==> src/rtl/core/bmpdec_pkg.sv <==
`timescale 1ns / 1ps
// ----------------------------------------------------------------------------
// bmpdec_pkg
// Shared types and constants for the 24-bit BMP stream decoder.
// ----------------------------------------------------------------------------
package bmpdec_pkg;

  localparam int unsigned MaxWidth  = 4096;
  localparam int unsigned MaxHeight = 4096;
  localparam int unsigned WidthW    = $clog2(MaxWidth + 2);
  localparam int unsigned HeightW   = $clog2(MaxHeight + 2);

  localparam int unsigned QueueDepth = 4;
  localparam int unsigned QPtrW      = $clog2(QueueDepth);
  localparam int unsigned QCntW      = $clog2(QueueDepth + 1);

  localparam logic [15:0] BmSignature = 16'h4D42;
  localparam logic [15:0] Depth24     = 16'd24;
  localparam logic [31:0] HeaderBytes = 32'd54;

  localparam int unsigned ColW = 12;
  localparam int unsigned RowW = 12;

  typedef enum logic [2:0] {
    StOk        = 3'd0,
    StShortHdr  = 3'd1,
    StBadSig    = 3'd2,
    StBadDepth  = 3'd3,
    StTooLarge  = 3'd4,
    StBadOffset = 3'd5,
    StTrunc     = 3'd6
  } status_e;

  typedef enum logic [5:0] {
    PhHeader = 6'b000001,
    PhSkip   = 6'b000010,
    PhPixel  = 6'b000100,
    PhPad    = 6'b001000,
    PhDone   = 6'b010000,
    PhError  = 6'b100000
  } phase_e;

  // One queue entry: an optional pixel and an optional final status.
  typedef struct packed {
    logic            pix_vld;
    logic [7:0]      red;
    logic [7:0]      green;
    logic [7:0]      blue;
    logic [ColW-1:0] column;
    logic [RowW-1:0] image_row;
    logic            stat_vld;
    status_e         status;
  } q_entry_t;

endpackage

==> src/rtl/core/bmpdec_front.sv <==
`timescale 1ns / 1ps
// ----------------------------------------------------------------------------
// bmpdec_front
// Header parser and pixel assembler; emits one queue entry per byte that
// completes a pixel or ends the file.
// ----------------------------------------------------------------------------
module bmpdec_front (
  input  logic                clk_i,
  input  logic                rst_ni,
  input  logic                accept_i,
  input  logic [7:0]          byte_value_i,
  input  logic                end_of_file_i,
  output logic                wr_o,
  output bmpdec_pkg::q_entry_t entry_o
);

  bmpdec_pkg::phase_e              phase_q, phase_d;
  logic [31:0]                     pos_q, pos_d;
  logic [31:0]                     shift_q, shift_d;
  logic [15:0]                     sig_q, sig_d;
  logic [31:0]                     offset_q, offset_d;
  logic [bmpdec_pkg::WidthW-1:0]   width_q, width_d;
  logic [bmpdec_pkg::HeightW-1:0]  height_q, height_d;
  logic [15:0]                     depth_q, depth_d;
  logic [bmpdec_pkg::WidthW-1:0]   col_q, col_d;
  logic [bmpdec_pkg::HeightW-1:0]  row_q, row_d;
  logic [1:0]                      bip_q, bip_d;
  logic [1:0]                      pad_q, pad_d;
  logic [15:0]                     held_q, held_d;
  bmpdec_pkg::status_e             err_q, err_d;

  bmpdec_pkg::phase_e              start_phase;
  bmpdec_pkg::status_e             hdr_err;
  logic [bmpdec_pkg::HeightW-1:0]  flip_row;

  assign start_phase = (width_q == '0 || height_q == '0) ? bmpdec_pkg::PhDone
                                                         : bmpdec_pkg::PhPixel;
  assign flip_row = height_q - bmpdec_pkg::HeightW'(1) - row_q;

  always_comb begin
    priority if (sig_q != bmpdec_pkg::BmSignature) begin
      hdr_err = bmpdec_pkg::StBadSig;
    end else if (depth_q != bmpdec_pkg::Depth24) begin
      hdr_err = bmpdec_pkg::StBadDepth;
    end else if (width_q > bmpdec_pkg::WidthW'(bmpdec_pkg::MaxWidth) ||
                 height_q > bmpdec_pkg::HeightW'(bmpdec_pkg::MaxHeight)) begin
      hdr_err = bmpdec_pkg::StTooLarge;
    end else if (offset_q < bmpdec_pkg::HeaderBytes) begin
      hdr_err = bmpdec_pkg::StBadOffset;
    end else begin
      hdr_err = bmpdec_pkg::StOk;
    end
  end

  always_comb begin
    phase_d  = phase_q;
    pos_d    = pos_q;
    shift_d  = shift_q;
    sig_d    = sig_q;
    offset_d = offset_q;
    width_d  = width_q;
    height_d = height_q;
    depth_d  = depth_q;
    col_d    = col_q;
    row_d    = row_q;
    bip_d    = bip_q;
    pad_d    = pad_q;
    held_d   = held_q;
    err_d    = err_q;
    wr_o     = 1'b0;
    entry_o  = '0;

    if (accept_i) begin
      unique case (phase_q)
        bmpdec_pkg::PhHeader: begin
          shift_d = {byte_value_i, shift_q[31:8]};
          priority case (pos_q)
            32'd1:  sig_d    = shift_d[31:16];
            32'd13: offset_d = shift_d;
            32'd21: width_d  = (shift_d > 32'(bmpdec_pkg::MaxWidth))
                               ? bmpdec_pkg::WidthW'(bmpdec_pkg::MaxWidth + 1)
                               : shift_d[bmpdec_pkg::WidthW-1:0];
            32'd25: height_d = (shift_d > 32'(bmpdec_pkg::MaxHeight))
                               ? bmpdec_pkg::HeightW'(bmpdec_pkg::MaxHeight + 1)
                               : shift_d[bmpdec_pkg::HeightW-1:0];
            32'd29: depth_d  = shift_d[31:16];
            default: ;
          endcase
          pos_d = pos_q + 32'd1;
          if (pos_d == bmpdec_pkg::HeaderBytes) begin
            if (hdr_err != bmpdec_pkg::StOk) begin
              err_d   = hdr_err;
              phase_d = bmpdec_pkg::PhError;
            end else if (offset_q == bmpdec_pkg::HeaderBytes) begin
              col_d   = '0;
              row_d   = '0;
              bip_d   = '0;
              phase_d = start_phase;
            end else begin
              phase_d = bmpdec_pkg::PhSkip;
            end
          end
        end
        bmpdec_pkg::PhSkip: begin
          // hold at all ones
          if (pos_q != '1) pos_d = pos_q + 32'd1;
          if (pos_d == offset_q) begin
            col_d   = '0;
            row_d   = '0;
            bip_d   = '0;
            phase_d = start_phase;
          end
        end
        bmpdec_pkg::PhPixel: begin
          if (bip_q == 2'd0) begin
            held_d = {held_q[15:8], byte_value_i};
            bip_d  = 2'd1;
          end else if (bip_q == 2'd1) begin
            held_d = {byte_value_i, held_q[7:0]};
            bip_d  = 2'd2;
          end else begin
            wr_o              = 1'b1;
            entry_o.pix_vld   = 1'b1;
            entry_o.red       = byte_value_i;
            entry_o.green     = held_q[15:8];
            entry_o.blue      = held_q[7:0];
            entry_o.column    = bmpdec_pkg::ColW'(col_q);
            entry_o.image_row = bmpdec_pkg::RowW'(flip_row);
            bip_d = 2'd0;
            col_d = col_q + bmpdec_pkg::WidthW'(1);
            if (col_d >= width_q) begin
              pad_d = width_q[1:0];
              if (width_q[1:0] != 2'd0) begin
                phase_d = bmpdec_pkg::PhPad;
              end else begin
                col_d   = '0;
                row_d   = row_q + bmpdec_pkg::HeightW'(1);
                phase_d = (row_d >= height_q) ? bmpdec_pkg::PhDone : bmpdec_pkg::PhPixel;
              end
            end
          end
        end
        bmpdec_pkg::PhPad: begin
          if (pad_q != 2'd0) pad_d = pad_q - 2'd1;
          if (pad_d == 2'd0) begin
            col_d   = '0;
            row_d   = row_q + bmpdec_pkg::HeightW'(1);
            phase_d = (row_d >= height_q) ? bmpdec_pkg::PhDone : bmpdec_pkg::PhPixel;
          end
        end
        default: ;
      endcase

      if (end_of_file_i) begin
        wr_o             = 1'b1;
        entry_o.stat_vld = 1'b1;
        unique case (phase_d)
          bmpdec_pkg::PhHeader: entry_o.status = bmpdec_pkg::StShortHdr;
          bmpdec_pkg::PhError:  entry_o.status = err_d;
          bmpdec_pkg::PhDone:   entry_o.status = bmpdec_pkg::StOk;
          default:              entry_o.status = bmpdec_pkg::StTrunc;
        endcase
        // drop all file state for the next file
        phase_d  = bmpdec_pkg::PhHeader;
        pos_d    = '0;
        shift_d  = '0;
        sig_d    = '0;
        offset_d = '0;
        width_d  = '0;
        height_d = '0;
        depth_d  = '0;
        col_d    = '0;
        row_d    = '0;
        bip_d    = '0;
        pad_d    = '0;
        held_d   = '0;
        err_d    = bmpdec_pkg::StOk;
      end
    end
  end

  always_ff @(posedge clk_i or negedge rst_ni) begin
    if (!rst_ni) begin
      phase_q  <= bmpdec_pkg::PhHeader;
      pos_q    <= '0;
      shift_q  <= '0;
      sig_q    <= '0;
      offset_q <= '0;
      width_q  <= '0;
      height_q <= '0;
      depth_q  <= '0;
      col_q    <= '0;
      row_q    <= '0;
      bip_q    <= '0;
      pad_q    <= '0;
      held_q   <= '0;
      err_q    <= bmpdec_pkg::StOk;
    end else begin
      phase_q  <= phase_d;
      pos_q    <= pos_d;
      shift_q  <= shift_d;
      sig_q    <= sig_d;
      offset_q <= offset_d;
      width_q  <= width_d;
      height_q <= height_d;
      depth_q  <= depth_d;
      col_q    <= col_d;
      row_q    <= row_d;
      bip_q    <= bip_d;
      pad_q    <= pad_d;
      held_q   <= held_d;
      err_q    <= err_d;
    end
  end

endmodule

==> src/rtl/core/bmpdec_queue.sv <==
`timescale 1ns / 1ps
// ----------------------------------------------------------------------------
// bmpdec_queue
// Small flop queue of result entries between the parser and the output stage.
// ----------------------------------------------------------------------------
module bmpdec_queue (
  input  logic                                clk_i,
  input  logic                                rst_ni,
  input  logic                                wr_i,
  input  bmpdec_pkg::q_entry_t                wr_data_i,
  input  logic                                rd_i,
  output bmpdec_pkg::q_entry_t                rd_data_o,
  output logic                                full_o,
  output logic                                empty_o,
  output logic [bmpdec_pkg::QCntW-1:0]        count_o
);

  bmpdec_pkg::q_entry_t              mem_q [bmpdec_pkg::QueueDepth];
  logic [bmpdec_pkg::QPtrW-1:0]      wr_ptr_q, wr_ptr_d;
  logic [bmpdec_pkg::QPtrW-1:0]      rd_ptr_q, rd_ptr_d;
  logic [bmpdec_pkg::QCntW-1:0]      cnt_q, cnt_d;
  logic                              do_wr, do_rd;

  assign full_o    = (cnt_q == bmpdec_pkg::QCntW'(bmpdec_pkg::QueueDepth));
  assign empty_o   = (cnt_q == '0);
  assign count_o   = cnt_q;
  assign rd_data_o = mem_q[rd_ptr_q];

  assign do_wr = wr_i && !full_o;
  assign do_rd = rd_i && !empty_o;

  always_comb begin
    wr_ptr_d = wr_ptr_q;
    rd_ptr_d = rd_ptr_q;
    cnt_d    = cnt_q;
    if (do_wr) begin
      wr_ptr_d = (wr_ptr_q == bmpdec_pkg::QPtrW'(bmpdec_pkg::QueueDepth - 1))
                 ? '0 : wr_ptr_q + bmpdec_pkg::QPtrW'(1);
    end
    if (do_rd) begin
      rd_ptr_d = (rd_ptr_q == bmpdec_pkg::QPtrW'(bmpdec_pkg::QueueDepth - 1))
                 ? '0 : rd_ptr_q + bmpdec_pkg::QPtrW'(1);
    end
    if (do_wr && !do_rd) begin
      cnt_d = cnt_q + bmpdec_pkg::QCntW'(1);
    end else if (do_rd && !do_wr) begin
      cnt_d = cnt_q - bmpdec_pkg::QCntW'(1);
    end
  end

  always_ff @(posedge clk_i or negedge rst_ni) begin
    if (!rst_ni) begin
      wr_ptr_q <= '0;
      rd_ptr_q <= '0;
      cnt_q    <= '0;
    end else begin
      wr_ptr_q <= wr_ptr_d;
      rd_ptr_q <= rd_ptr_d;
      cnt_q    <= cnt_d;
    end
  end

  always_ff @(posedge clk_i) begin
    if (do_wr) mem_q[wr_ptr_q] <= wr_data_i;
  end

endmodule

==> src/rtl/core/bmpdec_back.sv <==
`timescale 1ns / 1ps
// ----------------------------------------------------------------------------
// bmpdec_back
// Output stage: unpacks each queue entry into a pixel result, a status
// result, or a pixel followed by a status.
// ----------------------------------------------------------------------------
module bmpdec_back (
  input  logic                          clk_i,
  input  logic                          rst_ni,
  input  bmpdec_pkg::q_entry_t          q_data_i,
  input  logic                          q_empty_i,
  output logic                          q_rd_o,
  input  logic                          pop,
  output logic                          empty,
  output logic                          kind_o,
  output logic [7:0]                    red_o,
  output logic [7:0]                    green_o,
  output logic [7:0]                    blue_o,
  output logic [bmpdec_pkg::ColW-1:0]   column_o,
  output logic [bmpdec_pkg::RowW-1:0]   image_row_o,
  output logic [2:0]                    status_o
);

  bmpdec_pkg::q_entry_t entry_q, entry_d;
  logic                 pix_q, pix_d;
  logic                 stat_q, stat_d;
  logic                 xfer;
  logic                 pix_left, stat_left;

  assign empty = !(pix_q || stat_q);
  assign xfer  = pop && !empty;

  assign pix_left  = pix_q && !xfer;
  assign stat_left = stat_q && !(xfer && !pix_q);

  always_comb begin
    entry_d = entry_q;
    pix_d   = pix_left;
    stat_d  = stat_left;
    q_rd_o  = 1'b0;
    // load the next entry once the current one is fully transferred
    if (!pix_left && !stat_left && !q_empty_i) begin
      q_rd_o  = 1'b1;
      entry_d = q_data_i;
      pix_d   = q_data_i.pix_vld;
      stat_d  = q_data_i.stat_vld;
    end
  end

  always_ff @(posedge clk_i or negedge rst_ni) begin
    if (!rst_ni) begin
      pix_q  <= 1'b0;
      stat_q <= 1'b0;
    end else begin
      pix_q  <= pix_d;
      stat_q <= stat_d;
    end
  end

  always_ff @(posedge clk_i) begin
    entry_q <= entry_d;
  end

  assign kind_o      = !pix_q;
  assign red_o       = pix_q ? entry_q.red       : 8'd0;
  assign green_o     = pix_q ? entry_q.green     : 8'd0;
  assign blue_o      = pix_q ? entry_q.blue      : 8'd0;
  assign column_o    = pix_q ? entry_q.column    : '0;
  assign image_row_o = pix_q ? entry_q.image_row : '0;
  assign status_o    = pix_q ? 3'd0 : 3'(entry_q.status);

endmodule

==> src/rtl/core/bmp_24bit_stream_decoder_core.sv <==
`timescale 1ns / 1ps
// ----------------------------------------------------------------------------
// bmp_24bit_stream_decoder_core
// Byte-serial decoder for uncompressed 24-bit BMP files: header checks,
// offset skip, B,G,R to pixel with column and flipped row, one final status.
// ----------------------------------------------------------------------------
//  Channel | Direction | Handshake     | Payload
//  --------+-----------+---------------+------------------------------------
//  bytes   | in        | push / full   | byte_value_i, end_of_file_i
//  results | out       | empty / pop   | kind_o, red_o, green_o, blue_o,
//          |           |               | column_o, image_row_o, status_o
//
//  One byte is taken per cycle while full is low; the parser settles each
//  byte in the cycle it is taken. Each result is written into the queue at
//  the edge that transfers its byte, then loaded into the output stage
//  register once that stage is free. The final byte of a file with a pixel
//  on it gives two results, the pixel and then the status. A four-entry
//  queue lets the parser run on while the result side stalls; full rises when that queue fills.
//  Reset is asynchronous, active low, and leaves the decoder ready for a file.
// ----------------------------------------------------------------------------
module bmp_24bit_stream_decoder_core (
  input  logic                          clk_i,
  input  logic                          rst_ni,
  input  logic                          push,
  output logic                          full,
  input  logic [7:0]                    byte_value_i,
  input  logic                          end_of_file_i,
  output logic                          empty,
  input  logic                          pop,
  output logic                          kind_o,
  output logic [7:0]                    red_o,
  output logic [7:0]                    green_o,
  output logic [7:0]                    blue_o,
  output logic [bmpdec_pkg::ColW-1:0]   column_o,
  output logic [bmpdec_pkg::RowW-1:0]   image_row_o,
  output logic [2:0]                    status_o
);

  logic                          accept;
  logic                          fe_wr;
  bmpdec_pkg::q_entry_t          fe_entry;
  bmpdec_pkg::q_entry_t          q_data;
  logic                          q_empty;
  logic                          q_rd;
  logic [bmpdec_pkg::QCntW-1:0]  q_count;

  assign accept = push && !full;

  bmpdec_front u_front (
    .clk_i         (clk_i),
    .rst_ni        (rst_ni),
    .accept_i      (accept),
    .byte_value_i  (byte_value_i),
    .end_of_file_i (end_of_file_i),
    .wr_o          (fe_wr),
    .entry_o       (fe_entry)
  );

  bmpdec_queue u_queue (
    .clk_i     (clk_i),
    .rst_ni    (rst_ni),
    .wr_i      (fe_wr),
    .wr_data_i (fe_entry),
    .rd_i      (q_rd),
    .rd_data_o (q_data),
    .full_o    (full),
    .empty_o   (q_empty),
    .count_o   (q_count)
  );

  bmpdec_back u_back (
    .clk_i       (clk_i),
    .rst_ni      (rst_ni),
    .q_data_i    (q_data),
    .q_empty_i   (q_empty),
    .q_rd_o      (q_rd),
    .pop         (pop),
    .empty       (empty),
    .kind_o      (kind_o),
    .red_o       (red_o),
    .green_o     (green_o),
    .blue_o      (blue_o),
    .column_o    (column_o),
    .image_row_o (image_row_o),
    .status_o    (status_o)
  );

  a_q_bound: assert property (@(posedge clk_i) disable iff (!rst_ni)
    q_count <= bmpdec_pkg::QCntW'(bmpdec_pkg::QueueDepth))
    else $error("result queue count above depth");

  a_eof_queued: assert property (@(posedge clk_i) disable iff (!rst_ni)
    (accept && end_of_file_i) |=> (q_count != '0))
    else $error("end of file transfer left no queued status");

  a_status_clean: assert property (@(posedge clk_i) disable iff (!rst_ni)
    (!empty && kind_o) |-> (red_o == 8'd0 && green_o == 8'd0 && blue_o == 8'd0 &&
                            column_o == '0 && image_row_o == '0))
    else $error("status result carries pixel data");

  a_pixel_clean: assert property (@(posedge clk_i) disable iff (!rst_ni)
    (!empty && !kind_o) |-> (status_o == 3'd0))
    else $error("pixel result carries a status");

endmodule
==> config.mk <==
export PLATFORM = sky130hd
export DESIGN_NAME = bmp_24bit_stream_decoder_core
export DESIGN_NICKNAME = d
export VERILOG_FILES = /design/src/rtl/core/bmpdec_pkg.sv /design/src/rtl/core/bmpdec_front.sv /design/src/rtl/core/bmpdec_queue.sv /design/src/rtl/core/bmpdec_back.sv /design/src/rtl/core/bmp_24bit_stream_decoder_core.sv
export SDC_FILE = /design/constraint.sdc
export NUM_CORES = 1
export LEC_CHECK = 0
export BUFFER_PORTS_ARGS = -buffer_cell sky130_fd_sc_hd__buf_2
export CAP_MARGIN = 0
export CORE_ASPECT_RATIO = 0.5
export CORE_UTILIZATION = 45
export DETAILED_ROUTE_END_ITERATION = 12
export PLACE_DENSITY_LB_ADDON = 0.3
export SLEW_MARGIN = 30
export SYNTH_ARGS = -nofsm -noshare
export SYNTH_HDL_FRONTEND = slang
export SYNTH_SLANG_ARGS = --single-unit
export TNS_END_PERCENT = 100
==> constraint.sdc <==
create_clock -name clk_i -period 6.8 [get_ports clk_i]
set_input_delay 0.68 -clock clk_i [delete_from_list [all_inputs] [get_ports clk_i]]
set_output_delay 0.68 -clock clk_i [all_outputs]
set_load 0.01 [all_outputs]
==> flow_metrics.py, run 1 <==
metrics = {
    "run_status": {
        "outcome": "completed",
    },
    "worst_setup_path": {
        "start_kind": "flop",
        "cp_max_fo": 17,
        "cp.required_ps": 7280,
        "reg2reg_to": "u_front.row_q[10]",
        "r2r_setup_slack_ps": 1390,
        "critical_path.endpoint_type": "flop",
        "critical_path_arrival_ps": 5880,
        "ff2ff_path_depth": 12,
        "crit_type": "reg2reg",
        "worstSetupStartpoint": "u_front.pos_q[8]",
        "reg2reg_from": "u_front.pos_q[8]",
        "setup.worst_path.end": "u_front.row_q[10]",
    },
    "detailed_routing": {
        "wl_mm": 59.1,
        "drt_iter0_drc": 1673,
        "viasPerCell": 5.85,
        "drc": 0,
        "drt-wirelength-per-cell_um": 21.2,
        "firstDrtPassIters": 5,
        "vias": 16304,
        "ant_nets": 0,
    },
    "synth": {
        "synth.distinct_cells": 92,
        "synthFlopType": "edfxtp_1",
        "synthTopCellsByArea": "edfxtp_1, dfrtp_1, mux4_2",
        "synth-edff-count": 263,
        "yosysWarnings": 0,
        "syn-cell-area_sq_um": 23400,
        "yosysSeqAreaShare_pct": 56.2,
        "synthArstFlopShare_pct": 44.4,
        "syn_area_per_cell_sq_um": 11.5,
        "yosysMostFrequentCell": "edfxtp_1",
        "synthDominantCellAreaShare_pct": 33.8,
        "synth_cells": 2039,
        "synth_commonest_cells": "edfxtp_1, nand2_1, dfrtp_1",
        "ys_ff_latch": 473,
        "syn-num-nets": 2102,
        "yosysTopAreaCell": "edfxtp_1",
    },
    "final_layout": {
        "drive_gt1_share_pct": 13.7,
        "fin_cells": 2785,
        "syn_to_final_growth_pct": 10.6,
        "fin_util_pct": 50.9,
        "nets": 2125,
        "diodes": 0,
    },
    "cts": {
        "holdBufCountCts": 0,
        "cts_made_buffers": 44,
        "root_buffer": "clkbuf_16",
        "clk_latency_ps": 580,
        "cts.sinks": 473,
        "htreeDepth": 2,
        "post_cts_resized": 0,
        "cts_setup_buffers": 0,
        "cts_tree": "done",
        "clk_pin_slew_ps": 70,
        "cts_buffer_depth": 3,
    },
    "timing": {
        "setup_ws_ps": 1390,
        "maxSlewViolCount": 0,
        "hold_viol_final": 0,
        "min_period_ps": 5410,
        "holdWs_ps": 55.4,
        "grt_setup_unrepaired": "false",
        "tns_ps": 0,
        "max_freq_mhz": 185,
        "setup_viol": 0,
        "finalCritPeriodShare_pct": 79.5,
        "skew_ps": 27.8,
        "worst_slew_pin_slew_ps": 954,
        "relSlewSlack_pct": 36.3,
    },
    "global_route": {
        "grt.total_usage_pct": 22.7,
        "antenna_found_initial": 0,
        "overflow": 0,
        "grt_pass1_wl_mm": 93.8,
        "grt_pass1_vias": 15788,
        "grt_max_degree": 140,
    },
    "floorplanning": {
        "rows": 58,
        "dieWidth_um": 324,
        "dieArea_sq_um": 52900,
        "core_area_sq_um": 50800,
        "start_util_pct": 46.0,
        "ioPinCount": 67,
        "dieHeight_um": 163,
    },
    "run": {
        "max-cap-violations": 0,
    },
    "power_and_ir_drop": {
        "clkPwrFrac_pct": 28.7,
        "p_per_area_nw_per_um2": 342,
        "pwr-share-seq_pct": 44.6,
        "leakagePower_nw": 10.1,
        "vdd_ir_drop_max_uv": 209,
        "p_int_mw": 6.02,
        "comb_power_share_pct": 26.7,
        "p_switching_mw": 2.82,
        "sw_frac_of_total_pct": 31.9,
    },
    "placed_design": {
        "pre_cts_slack_ps": 1590,
        "place_inst": 2706,
        "place_congestion": 0.952,
        "numPortBuffers": 66,
        "place_hpwl_mm": 40.6,
    },
    "worst_hold_path": {
        "hold_class": "in2async",
    },
}
-- critical path, cell delays in order, from the launching register on --
cell and delay, ps:
dfrtp_1 640, nand4_1 570, or3_1 630, nor4_1 480, xnor2_1 260, o21ai_0 120, or4_4 450, nor4_1 340
nand4b_1 320, a21o_1 440, a21oi_1 580, buf_4 270, mux2i_1 210
-- area by class of cell --
type,count,area (sq um)
repair buffers,100,608
clock inverters,18,210
inverters,78,293
multi-input cells,1365,9450
fillers,4463,24900
flip-flops and latches,473,13200
clock buffers,61,1280
well taps,690,863
-- cells by family (layout without fill, tap and decap cells) --
family          count (synthesis)  in the layout  share of synthesized area, %
simple gates                  756            756                          17.2
compound gates                414            414                          11.2
mux                            85             85                          6.55
xor+xnor                       59             59                          2.33
buf+inv                       201            257                          3.68
fa+ha+maj                      51             51                          2.78
flops                         473            473                          56.2
-- metrics by stage --
| step | instance area (sq um) | power (mW) |
|---|---|---|
| finish | 25900 | 8.83 |
| global route | 25900 | 9.30 |
| CTS | 25900 | 8.91 |
| detailed placement | 24400 | 6.37 |
| global placement | 24400 | 6.34 |
| floorplan | 23400 | 5.52 |
-- placed cells by master, fill, tap and decap left out, types with 45 or more instances in the layout --
cell type  Yosys  final
a21oi_1       47     45
ha_1          48     48
buf_2         13     65
o21ai_0      174    169
nand3_1       50     50
edfxtp_1     263    263
inv_1         78     78
and2_1        92     92
nor4_1        48     48
nand2_1      211    211
nor2_1       121    120
clkbuf_16      0     46
mux4_2        53     53
dfrtp_1      209    207
-- worst min-delay path by stage --
stage	start	slack, ps	to	cells after the start
3_5_place_dp	u_front.held_q[7]	460	u_front.held_q[7]	2
5_1_grt	rst_ni	100	u_front.pos_q[11]	1
3_3_place_gp	u_front.held_q[7]	450	u_front.held_q[7]	2
4_1_cts	rst_ni	80	u_front.pos_q[22]	1
6_report	rst_ni	60	u_front.pos_q[11]	1
2_1_floorplan	rst_ni	380	u_back.pix_q	0
-- layer usage --
layer	vias to the layer above	part of all wire (%)	track usage [%]
met5	-	0	0
met4	0	2.3	5.77
met3	79	5.8	3.57
met2	501	44	34.8
met1	8132	47	33.5
li1	7592	-	-
-- power by group through the flow --
stage                     Combinational, mW  Clock (mW)  Sequential [mW]
after CTS                              2.39        2.58             3.94
after detailed placement               2.38           0             3.99
final                                  2.36        2.54             3.94
after global routing                   2.60        2.71             4.00
after floorplan                        1.67           0             3.85
after global placement                 2.35           0             3.98
-- registers in the layout, summed over array words and instances (netlist names) --
register          cells
u_queue.mem_q       212
u_back.entry_q       51
u_front.offset_q     32
u_front.pos_q        32
u_front.shift_q      24
u_front.depth_q      16
u_front.held_q       16
u_front.sig_q        16
u_front.col_q        13
u_front.height_q     13
u_front.row_q        13
u_front.width_q      13
u_front.phase_q       6
u_front.err_q         3
u_queue.count_o       3
u_front.bip_q         2
u_front.pad_q         2
u_queue.rd_ptr_q      2
u_queue.wr_ptr_q      2
u_back.pix_q          1
u_back.stat_q         1
Power figures use the tool's default switching activity.
==> run 2, diff against run 1 <==
Settings changed: ABC_AREA set to 1.
Clock period 6.8 ns to 5.05 ns, I/O delays scaled along.
==> run 2 against run 1 <==
The flow now finishes with violations (hold timing). Wire length grew 5.2%. Utilization fell by 0.20 points. Combinational power grew 84%. Final area rose by 2.0%. Sequential share of layout area fell by 1.0 points. Fmax is 27% higher. Register-to-register slack worse by 610 ps. Cell count increased by 27%. Non-clock buffer count is 2 lower. Critical path depth increased by 14. Critical endpoint is now u_queue.mem_q[1][0].
==> flow_metrics.py, run 2 <==
metrics = {
    "run_status": {
        "outcome": "complete, but fails checks",
        "violations": "hold timing",
    },
    "power_and_ir_drop": {
        "pwr-share-seq_pct": 40.5,
        "comb_power_share_pct": 32.7,
        "clkPwrFrac_pct": 26.8,
        "leakagePower_nw": 11.7,
        "p_switching_mw": 4.98,
        "p_int_mw": 8.31,
        "sw_frac_of_total_pct": 37.5,
        "p_per_area_nw_per_um2": 504,
        "vdd_ir_drop_max_uv": 329,
    },
    "synth": {
        "synth_cells": 2757,
        "synth-simple-area-share_pct": 22.5,
        "syn_area_per_cell_sq_um": 8.61,
        "syn-num-nets": 2820,
        "synth_commonest_cells": "nand2_1, nor2_1, inv_1",
        "yosysMostFrequentCell": "nand2_1",
        "syn-cell-area_sq_um": 23700,
        "synthArstFlopShare_pct": 44.4,
        "synthDominantCellAreaShare_pct": 33.3,
        "synthFlopType": "edfxtp_1",
        "yosysWarnings": 0,
        "ys_ff_latch": 473,
        "synth_top_family_by_area": "simple AND/OR/NAND/NOR gates",
        "yosysTopAreaCell": "edfxtp_1",
        "synth-edff-count": 263,
        "synth_xor_area_share_pct": 0.923,
        "synthAdderAreaFrac_pct": 2.70,
        "synthTopCellsByArea": "edfxtp_1, dfrtp_1, nand2_1",
        "synth_compound_area_share_pct": 11.0,
        "synth.distinct_cells": 51,
        "yosysSeqAreaShare_pct": 55.4,
        "synth_mux_area_share_pct": 0.0475,
    },
    "timing": {
        "tns_ps": 0,
        "hold_viol_final": 16,
        "min_period_ps": 4270,
        "max_freq_mhz": 234,
        "setup_viol": 0,
        "maxSlewViolCount": 0,
        "skew_ps": 18.7,
        "holdWs_ps": -15.4,
        "relSlewSlack_pct": 35.6,
        "worst_slew_pin_slew_ps": 965,
        "finalCritPeriodShare_pct": 84.5,
        "grt_setup_unrepaired": "false",
    },
    "cts": {
        "clk_latency_ps": 590,
        "htreeDepth": 2,
        "clk_pin_slew_ps": 70,
        "cts_made_buffers": 45,
        "root_buffer": "clkbuf_16",
        "post_cts_resized": 0,
        "cts_tree": "done",
        "cts_buffer_depth": 3,
        "cts.sinks": 473,
        "cts_setup_buffers": 0,
        "holdBufCountCts": 0,
    },
    "worst_setup_path": {
        "critical_path_arrival_ps": 4670,
        "critical_path.endpoint_type": "flop",
        "cp.required_ps": 5450,
        "crit_type": "reg2reg",
        "start_kind": "flop",
        "cp_max_fo": 7,
        "ff2ff_path_depth": 26,
    },
    "floorplanning": {
        "dieWidth_um": 327,
        "core_area_sq_um": 52000,
        "start_util_pct": 45.6,
        "ioPinCount": 67,
        "dieHeight_um": 164,
        "rows": 59,
        "dieArea_sq_um": 53700,
    },
    "detailed_routing": {
        "drt_iter0_drc": 1937,
        "viasPerCell": 5.37,
        "drt-wirelength-per-cell_um": 17.6,
        "ant_nets": 0,
        "firstDrtPassIters": 7,
        "vias": 18985,
        "wl_mm": 62.2,
        "drc": 0,
    },
    "global_route": {
        "antenna_found_initial": 0,
        "overflow": 0,
        "grt_pass1_wl_mm": 98.7,
        "grt_max_degree": 109,
        "grt_pass1_vias": 18003,
        "grt.total_usage_pct": 23.3,
    },
    "final_layout": {
        "fillers": 4817,
        "syn_to_final_growth_pct": 11.2,
        "diodes": 0,
        "drive_gt1_share_pct": 7.51,
        "stdcell_area_sq_um": 26400,
        "layout_common_cells": "nand2_1, nor2_1, inv_1",
        "largest_reg_flops": 212,
        "top_register": "u_queue.mem_q",
        "reg_top3": "u_queue.mem_q x212, u_back.entry_q x51",
        "nets": 2863,
        "final_common_cell": "nand2_1",
        "seq_area_sq_um": 13200,
        "multi_input_area_sq_um": 8890,
    },
    "worst_hold_path": {
        "hold_class": "in2async",
    },
    "placed_design": {
        "place_congestion": 0.955,
        "placed_cell_area_sq_um": 24800,
        "numPortBuffers": 66,
        "place_hpwl_mm": 42.3,
    },
    "run": {
        "max-cap-violations": 0,
    },
}
## run 2: logic make-up after synthesis
kind of cell | count (synthesis)
AO/OA/AOI/OAI | 481
XOR/XNOR | 25
adder cells (fa/ha/maj) | 50
buffers and inverters | 457
flip-flops | 473
multiplexers | 1
AND/OR/NAND/NOR | 1270
## run 2: area by class of cell
cell class	instances	share of cell area [%]
clock inverters	26	1.33
well taps	701	3.32
repair buffers	98	2.27
flip-flops and latches	473	49.9
inverters	355	5.06
clock buffers	56	4.50
multi-input cells	1827	33.7
## run 2: path summary, 6_finish.rpt
| path | start | end | slack, ps |
|---|---|---|---|
| max in group asynchronous | rst_ni | u_front.pos_q[1] | 3880 |
| worst min-delay path | rst_ni | u_front.sig_q[10] | -20 |
| worst max-delay path | u_front.col_q[0] | u_queue.mem_q[1][0] | 780 |
| min in group clk_i | pop | u_back.stat_q | 280 |
| worst min register to register | u_front.depth_q[13] | u_front.depth_q[13] | 480 |
| worst max register to register | u_front.col_q[0] | u_queue.mem_q[1][0] | 780 |
## run 2: per-layer routing
layer	GRT usage, %	up-vias	wire (um)
met1	33.5	9084	29200
met4	5.65	0	1190
met2	36.4	549	27600
li1	-	9265	-
met5	0	-	0
met3	4.44	87	4300
## run 2: power by group through the flow
stage,registers [mW],clock network [mW],logic (mW)
floorplan,5.34,0,3.02
global placement,5.43,0,4.27
detailed placement,5.45,0,4.34
CTS,5.38,3.60,4.36
global route,5.46,3.76,4.90
finish,5.39,3.56,4.35
## run 2: stage by stage
stage	power [mW]	util, %	setup slack (ps)	instances
floorplan	8.36	-	520	2757
global placement	9.70	47.7	1070	3452
detailed placement	9.79	47.7	836	3454
CTS	13.3	50.7	809	3536
global route	14.1	50.7	285	3536
finish	13.3	50.7	783	3536
## run 2: worst max-delay path, cell delays in order, from the launching register on
cell,delay (ps)
dfrtp_1,380
inv_1,100
nor3_1,290
nand3_1,140
nor2_1,110
inv_1,60
nor2_1,140
nand3_1,130
nor3_1,200
xor2_1,130
ha_1,300
nand2_1,70
nor4_1,280
o21ai_0,120
nand3_1,150
nand2_1,200
nor2_1,260
inv_1,120
nand4_1,80
nand3_1,90
nand2_1,110
nand2_1,100
nor2_4,100
nand2_1,60
nand2_1,90
nand2_1,60
nor2_1,190
